## config.mk

```make
export PLATFORM = sky130hd
export DESIGN_NAME = sgi_div_step
export DESIGN_NICKNAME = d
export VERILOG_FILES = /design/src/design/sgi_pkg.sv /design/src/design/sgi_div_step.sv
export SDC_FILE = /design/constraint.sdc
export NUM_CORES = 1
export LEC_CHECK = 0
export BUFFER_PORTS_ARGS = -buffer_cell sky130_fd_sc_hd__buf_4
export CORE_ASPECT_RATIO = 1.5
export CORE_MARGIN = 2
export CORE_UTILIZATION = 45
export CTS_CLUSTER_DIAMETER = 40
export CTS_CLUSTER_SIZE = 16
export DETAILED_ROUTE_END_ITERATION = 10
export PLACE_DENSITY = 0.76
export SLEW_MARGIN = 20
export SYNTH_ARGS = -nofsm -noshare
export SYNTH_HDL_FRONTEND = slang
export SYNTH_SLANG_ARGS = --single-unit
```

## constraint.sdc

```tcl
create_clock -name clk -period 1.2 [get_ports clk]
set_clock_uncertainty 0.2 [all_clocks]
set_input_delay 0.24 -clock clk [delete_from_list [all_inputs] [get_ports clk]]
set_output_delay 0.24 -clock clk [all_outputs]
set_load 0.01 [all_outputs]
```

## src/design/sgi_pkg.sv

```systemverilog
// Shared constants and control types for the segment intersection core.
package sgi_pkg;

    localparam int SGI_COORD_WIDTH = 16;

    typedef struct packed {
        logic valid;
        logic hit;
        logic q_neg;
        logic x_neg;
        logic y_neg;
    } sgi_ctl_t;

endpackage

```

## src/design/sgi_div_step.sv

```systemverilog
// One radix-2 step of the ksi*span/delta quotient, both coordinate lanes.
module sgi_div_step #(
    parameter int W = sgi_pkg::SGI_COORD_WIDTH
) (
    input  logic                   clk,
    input  logic                   rst_n,
    input  sgi_pkg::sgi_ctl_t      ctl_in,
    input  logic [2*W+2:0]         k_in,
    input  logic [2*W+2:0]         d_in,
    input  logic [1:0][W:0]        m_in,
    input  logic [1:0][W:0]        q_in,
    input  logic [1:0][2*W+2:0]    r_in,
    input  logic [1:0][W-1:0]      base_in,
    output sgi_pkg::sgi_ctl_t      ctl_out,
    output logic [2*W+2:0]         k_out,
    output logic [2*W+2:0]         d_out,
    output logic [1:0][W:0]        m_out,
    output logic [1:0][W:0]        q_out,
    output logic [1:0][2*W+2:0]    r_out,
    output logic [1:0][W-1:0]      base_out
);
    import sgi_pkg::*;

    localparam int MW = 2 * W + 3;
    localparam int QW = W + 1;

    sgi_ctl_t           ctl_reg;
    logic [MW-1:0]      k_reg, d_reg;
    logic [1:0][QW-1:0] m_reg, m_next, q_reg, q_next;
    logic [1:0][MW-1:0] r_reg, r_next;
    logic [1:0][W-1:0]  base_reg;

    logic [MW+1:0]      d1, d2;
    logic [1:0][MW+1:0] t;

    always_comb
    begin
        d1 = {2'b00, d_in};
        d2 = {1'b0, d_in, 1'b0};
        for (int l = 0; l < 2; l++)
        begin
            t[l]      = {1'b0, r_in[l], 1'b0} + (m_in[l][QW-1] ? {2'b00, k_in} : '0);
            m_next[l] = {m_in[l][QW-2:0], 1'b0};
            if (t[l] >= d2)
            begin
                r_next[l] = MW'(t[l] - d2);
                q_next[l] = QW'({q_in[l], 1'b0} + (QW+1)'(2));
            end
            else if (t[l] >= d1)
            begin
                r_next[l] = MW'(t[l] - d1);
                q_next[l] = QW'({q_in[l], 1'b1});
            end
            else
            begin
                r_next[l] = MW'(t[l]);
                q_next[l] = QW'({q_in[l], 1'b0});
            end
        end
    end

    always_ff @(posedge clk or negedge rst_n)
    begin
        if (!rst_n)
            ctl_reg <= '0;
        else
            ctl_reg <= ctl_in;
    end

    always_ff @(posedge clk)
    begin
        k_reg         <= k_in;
        d_reg         <= d_in;
        m_reg         <= m_next;
        q_reg         <= q_next;
        r_reg         <= r_next;
        base_reg      <= base_in;
    end

    assign ctl_out  = ctl_reg;
    assign k_out    = k_reg;
    assign d_out    = d_reg;
    assign m_out    = m_reg;
    assign q_out    = q_reg;
    assign r_out    = r_reg;
    assign base_out = base_reg;

endmodule

```

==> impl_metrics.toml, run 1 <==
[global_route]
grt_overflow = 826
grt_start_max_net_pins = 18
grt_use_total_pct = 84.00

[floorplanning]
rows = 89
die_h_um = 248.9
initial_core_util_pct = 45.65
die_w_um = 167.3
io_pins = 492

[synthesis]
synthesis.area_um2 = 17990
yosysWarnings = 0
async_flop_share_pct = 2.058
yosysSeqAreaShare_pct = 27.17
synthCells = 2153
synth_area_leaders = "dfxtp_1 26%, ha_1 15%, xnor2_1 6.3%, a21oi_1 5.9%, mux2i_1 3.9%"
synth_top_area_cell = "dfxtp_1"
yosysMostFrequentCell = "dfxtp_1"
synth.distinct_cells = 81
ys_ff_latch = 243
synthTopCellsByCount = "238 x dfxtp_1, 212 x a21oi_1, 210 x ha_1, 150 x nor2_1, 143 x nand2_1"
synth_edf_count = 0
synth.avg_cell_area_um2 = 8.357
synthFlopType = "dfxtp_1"
yosysTopAreaCellShare_pct = 26.48

[cts]
clock-sinks = 243
clockRootBuffer = "clkbuf_16"
h-tree-depth = 2
numCtsBuffers = 35
cts.path.max_buffers = 3

[run_status]
stop_stage = "global routing"
error = "[ERROR GRT-0232] Routing congestion too high. Check the congestion heatmap in the GUI."
outcome = "stopped before the end"

[placement]
port_buffers = 487
dp_hpwl_um = 63670
place_congestion = 0.9978

[sta]
worstEndpointGrtRepair = "q_out[14]$_DFF_P_/D"
endpoint_type = "register input"
[logic make-up after synthesis]
kind of cell | Yosys count | share of synthesized area (%)
compound gates | 633 | 22.47
buf+inv | 150 | 3.296
simple gates | 626 | 17.38
xor+xnor | 208 | 10.12
other cells | 1 | 0.02084
mux | 76 | 4.263
flops | 243 | 27.17
fa+ha+maj | 216 | 15.27
[metal layers]
metal  GRT overflow  track usage, %
met1             23           78.67
met2            532           103.3
met3             17           68.49
met4            252           92.50
met5              2           30.55
[per-stage QoR]
stage	cells	TNS [ps]	area, um^2	worst slack, ps
after global placement	3863	-434100	28660	-4441
after detailed placement	3863	-444900	28660	-4538
after CTS	4191	-403210	35190	-3477
after floorplan	2154	-369070	18850	-3908
[timing repair]
item / CTS
endpoints found under the setup margin: 347
hold buffers: 173
setup buffers: 79
pin swaps: 153
gates cloned: 13
gates resized for setup: 728
endpoints found under the hold margin: 178
==> run 2: changes to the inputs <==
--- a/config.mk
+++ b/config.mk
@@ -6,13 +6,10 @@
 export NUM_CORES = 1
 export LEC_CHECK = 0
 export BUFFER_PORTS_ARGS = -buffer_cell sky130_fd_sc_hd__buf_4
-export CORE_ASPECT_RATIO = 1.5
 export CORE_MARGIN = 2
-export CORE_UTILIZATION = 45
-export CTS_CLUSTER_DIAMETER = 40
-export CTS_CLUSTER_SIZE = 16
+export CORE_UTILIZATION = 30
 export DETAILED_ROUTE_END_ITERATION = 10
-export PLACE_DENSITY = 0.76
+export PLACE_DENSITY_LB_ADDON = 0.15
 export SLEW_MARGIN = 20
 export SYNTH_ARGS = -nofsm -noshare
 export SYNTH_HDL_FRONTEND = slang
==> impl_metrics.toml, run 2 <==
[synthesis]
yosysMostFrequentCell = "dfxtp_1"
synth-simple-area-share_pct = 17.38
synthFlopType = "dfxtp_1"
synth_compound_area_share_pct = 22.47
synth_area_leaders = "dfxtp_1 26%, ha_1 15%, xnor2_1 6.3%, a21oi_1 5.9%, mux2i_1 3.9%"
synthMuxAreaShare_pct = 4.263
yosysWarnings = 0
synthesis.area_um2 = 17990
synth_top_area_cell = "dfxtp_1"
synth_edf_count = 0
synthTopCellsByCount = "238 x dfxtp_1, 212 x a21oi_1, 210 x ha_1, 150 x nor2_1, 143 x nand2_1"
async_flop_share_pct = 2.058
synth.avg_cell_area_um2 = 8.357
ys_ff_latch = 243
synth_xor_area_share_pct = 10.12
yosysSeqAreaShare_pct = 27.17
synth.distinct_cells = 81
synth_top_family_by_area = "compound AO/OA/AOI/OAI gates"
yosysTopAreaCellShare_pct = 26.48
synthCells = 2153
synth_fa_ha_area_share_pct = 15.27

[floorplanning]
die_w_um = 248.9
io_pins = 492
die_h_um = 248.9
rows = 89
core-area_um2 = 59130
die_area_um2 = 61950
initial_core_util_pct = 30.43

[sta]
drv_slew = 0
rsz0062_at_grt = "yes"
slew_headroom_pct = 61.87
setup_slack_ps = -3490
hold_ws_ps = -89.97
tns_ps = -409330
fmax_mhz = 213.2
tightest_slew_ps = 566.0
hold_viol = 2
min_period_ps = 4690
setup_viol = 347
finalCritPeriodShare_pct = 390.8

[global_route]
grt_start_max_net_pins = 25
antenna_found_initial = 4
grt_pass1_wl_um = 127000
grt_pass1_vias = 22510
grt_overflow = 0
grt_use_total_pct = 26.24

[detailed_routing]
postRouteAntennaNets = 0
drtPass1Iterations = 5
viasPerCell = 4.934
wl_per_cell_um = 19.49
routed_wirelength_um = 87430
num_vias = 22140
drt_iter0_drc = 1072
drc_errors = 0

[placement]
place_congestion = 0.9538
port_buffers = 487
placed_cells = 4166
dp_hpwl_um = 67720

[cts]
path_clk_slew_ps = 60
clock-sinks = 243
cts_hold_buffers = 175
cts.path.max_buffers = 3
h-tree-depth = 1
numCtsBuffers = 30
clockRootBuffer = "clkbuf_16"
cts_tree = "built"

[pwr]
vdd_drop_max_v = 0.001239
leakage_nw = 17.27
power_density_nw_per_um2 = 1468

[run_status]
outcome = "complete, but fails checks"
failed_checks = "hold timing, setup timing"

[setup_path]
critPathMaxFanout = 6
cp_data_required_time_ps = 1510
slowest_stage = "o41a_1"
critPathLaunchType = "input pin"
worstSetupEndpointType = "flip-flop"
max_stage_delay_ps = 510
worstPathArrival_ps = 5000
cp_cell_sequence = "buf_16 > and2_4 > ha_4 > a21o_1 > or3_1 > o221a_4 > a21o_1 > a211oi_2 > xnor2_2 > ha_4 > o21ai_2 > o21ai_1 > nand4_1 > o311ai_4 > o41a_1 > a221oi_4 > nor2_2 > nor4b_4 > buf_6 > buf_12 > buf_16 > buf_6 > nor2_2 > a21oi_1"
worst-setup-path-type = "in2reg"

[cells_and_area]
layout_common_cells = "1058 x buf_4, 271 x buf_6, 223 x dfxtp_2"
mostFrequentLayoutCell = "buf_4"
largest_reg_flops = 70
area_growth_pct = 102.7
nets = 4150
fin_cells = 4486
drive_gt1_share_pct = 55.39

[run]
drv_cap = 0

[min_path]
hold_class = "in2reg"
-- run 2: timing repair --
action / in CTS / in global routing
gates resized for setup: 660 / 276
buffers inserted: 42 / 39
hold endpoints to repair: 179 / 2
endpoints found under the setup margin: 347 / 347
gates cloned: 6 / 9
pin swaps: 128 / 131
-- run 2: area by class of cell --
type	instances	area, um^2
clock inverters	16	190.2
inverters	102	382.9
diodes	3	7.507
well taps	773	967.2
flip-flops and latches	243	5191
clock buffers	39	855.8
multi-input cells	1761	15190
fillers	4901	22650
repair buffers	1549	13690
-- run 2: final timing paths --
path / from / to / slack (ps) / cells past startpoint
min in group asynchronous: rst_n / ctl_out[0]$_DFF_PN0_ / 410 / 3
max in group asynchronous: rst_n / ctl_out[4]$_DFF_PN0_ / 200 / 3
min: d_in[0] / r_out[1]$_DFF_P_ / -90 / 3
max: m_in[16] / r_out[3]$_DFF_P_ / -3490 / 24
-- run 2: cells by family after synthesis --
kind of cell / Yosys count
AOI/OAI and AO/OA: 633
xor gates and xnor gates: 208
adders and majority gates: 216
buffers and inverters: 150
DFF: 243
muxes: 76
other: 1
and+or+nand+nor: 626
-- run 2: critical path, delay by kind of cell --
kind,cells,cell delay (ps)
simple gates,6,1090
buf+inv,5,690
compound gates,10,2300
fa+ha+maj,2,460
xor+xnor,1,180
-- run 2: report_power, final --
part	internal (mW)	switching (mW)	total [mW]
combinational	17.7	15.1	32.8
sequential	10.1	1.14	11.2
clock	5.69	3.88	9.57
total	33.5	20.1	53.5
-- run 2: metal layers --
layer / vias to the layer above / track usage (%) / share of wire (%)
met5: - / 0 / 0.031
met4: 4 / 8.190 / 3.1
met3: 134 / 4.148 / 5.2
met2: 601 / 45.37 / 48
met1: 10500 / 33.37 / 43
li1: 10900 / - / -
-- run 2: through the flow --
step	hold WS, ps	power, mW	area, um^2	setup WS, ps	utilization, %
2_1_floorplan	-255.6	23.91	18850	-3908	-
3_3_place_gp	-156.0	36.77	29240	-4460	49.45
3_5_place_dp	-154.7	36.95	29240	-4639	49.45
4_1_cts	-121.0	50.78	34730	-3485	58.74
5_1_grt	-95.67	56.44	36480	-3635	61.70
6_report	-89.97	53.55	36480	-3490	61.70
(Power assumes the default switching activity.)
==> run 3: changes to the inputs <==
--- a/config.mk
+++ b/config.mk
@@ -5,7 +5,7 @@
 export SDC_FILE = /design/constraint.sdc
 export NUM_CORES = 1
 export LEC_CHECK = 0
-export BUFFER_PORTS_ARGS = -buffer_cell sky130_fd_sc_hd__buf_4
+export BUFFER_PORTS_ARGS = -buffer_cell sky130_fd_sc_hd__buf_2
 export CORE_MARGIN = 2
 export CORE_UTILIZATION = 30
 export DETAILED_ROUTE_END_ITERATION = 10
==> impl_metrics.toml, run 3 (synthesis results as in run 2) <==
[run_status]
outcome = "complete, but fails checks"
failed_checks = "setup timing"

[cells_and_area]
area_growth_pct = 95.05
ff_latch_area_um2 = 5079
nets = 4156
multi_input_comb_area_um2 = 15080
layout_common_cells = "825 x buf_4, 331 x buf_2, 186 x buf_6"
drive_gt1_share_pct = 52.62
fillers = 5046
mostFrequentLayoutCell = "buf_4"
largest_reg_flops = 70

[cts]
numCtsBuffers = 28
clockRootBuffer = "clkbuf_16"
cts.path.max_buffers = 3
path_clk_slew_ps = 60
clock-sinks = 243
cts_hold_buffers = 175
h-tree-depth = 1
cts_tree = "built"

[setup_path]
slowest_stage = "or4_4"
cp_num_buf_inv = 6
worstSetupEndpointType = "flip-flop"
cp_data_required_time_ps = 1450
worstPathArrival_ps = 4990
worst-setup-path-type = "in2reg"
max_stage_delay_ps = 480
cp_common_cell = "buf_4"
critPathMaxFanout = 8
cp_top_family = "simple AND/OR/NAND/NOR gates"
critPathLaunchType = "input pin"

[floorplanning]
die_area_um2 = 61950
die_w_um = 248.9
die_h_um = 248.9
io_pins = 492
core-area_um2 = 59130
rows = 89
initial_core_util_pct = 30.43

[placement]
place_congestion = 0.9453
port_buffers = 487
dp_hpwl_um = 66450

[pwr]
power.total_mw = 52.76
p_sw_mw = 19.82
power_frac_seq_pct = 20.7
power.share.clock_pct = 18.1
combPwrFrac_pct = 61.2
p_sw_share_pct = 37.57
intPower_mw = 32.94
vdd_drop_max_v = 0.0009549
leakage_nw = 16.90
power_density_nw_per_um2 = 1503

[detailed_routing]
drt_iter0_drc = 1098
postRouteAntennaNets = 0
wl_per_cell_um = 19.17
drtPass1Iterations = 6
routed_wirelength_um = 86090
drc_errors = 0
viasPerCell = 4.943
num_vias = 22200

[sta]
min_period_ps = 4736
fmax_mhz = 211.1
finalCritPeriodShare_pct = 394.7
hold_viol = 0
setup_viol = 347
rsz0062_at_grt = "yes"
hold_ws_ps = 2.175
slew_headroom_pct = 50.29
setup_slack_ps = -3536
drv_slew = 0
tightest_slew_ps = 739.3

[global_route]
grt_pass1_vias = 22690
grt_util_met2_pct = 45.76
grt_overflow = 0
grt_pass1_wl_um = 127000
grt_use_total_pct = 26.08
grt_start_max_net_pins = 16
use_met1_pct = 33.67
grt_use_met3_pct = 2.999
top_usage_layer = "met2"
antenna_found_initial = 7

[run]
drv_cap = 0

[min_path]
hold_class = "in2reg"
run 3: stage by stage:
step                      utilization (%)  setup WS [ps]  cells  TNS, ps  area (um^2)
after detailed placement            47.28          -4734   4164  -461670        27960
after floorplan                         -          -3908   2154  -369070        18850
after global routing                59.35          -3653   4490  -436810        35100
final                               59.35          -3536   4490  -412230        35100
after CTS                           56.44          -3568   4451  -418660        33370
after global placement              47.28          -4605   4164  -452350        27960
run 3: cell type report:
cell class	count	share of cell area [%]
multi-input combinational	1761	42.96
clock buffer	37	2.207
tap	773	2.756
antenna	2	0.01426
inverter	102	1.091
timing repair buffer	1557	35.79
clock inverter	15	0.7130
sequential	243	14.47
run 3: worst paths after layout:
path	from	to	slack [ps]	cells after the start
setup / recovery	m_in[33]	r_out[51]$_DFF_P_	-3540	26
hold / removal	r_in[69]	r_out[54]$_DFF_P_	2	4
max in group asynchronous	rst_n	ctl_out[1]$_DFF_PN0_	240	3
min in group asynchronous	rst_n	ctl_out[3]$_DFF_PN0_	370	3
run 3: per-layer routing:
metal	vias up	wire (um)
li1	10920	-
met1	10530	38150
met2	614	41450
met3	128	3806
met4	6	2635
met5	-	39
run 3: repair_timing:
item	4_1_cts	5_1_grt
endpoints found under the setup margin	347	347
gates resized for setup	448	322
hold endpoints to repair	178	2
pin swaps	139	116
setup buffers	51	42
cloned	11	2
run 3: power by group through the flow:
stage	clock, mW	combinational (mW)	sequential, mW
after CTS	9.75	29.9	10.7
after global routing	10.1	34.5	11.0
after floorplan	0	12.8	11.1
after detailed placement	0	25.2	10.5
final	9.57	32.3	10.9
after global placement	0	25.1	10.5
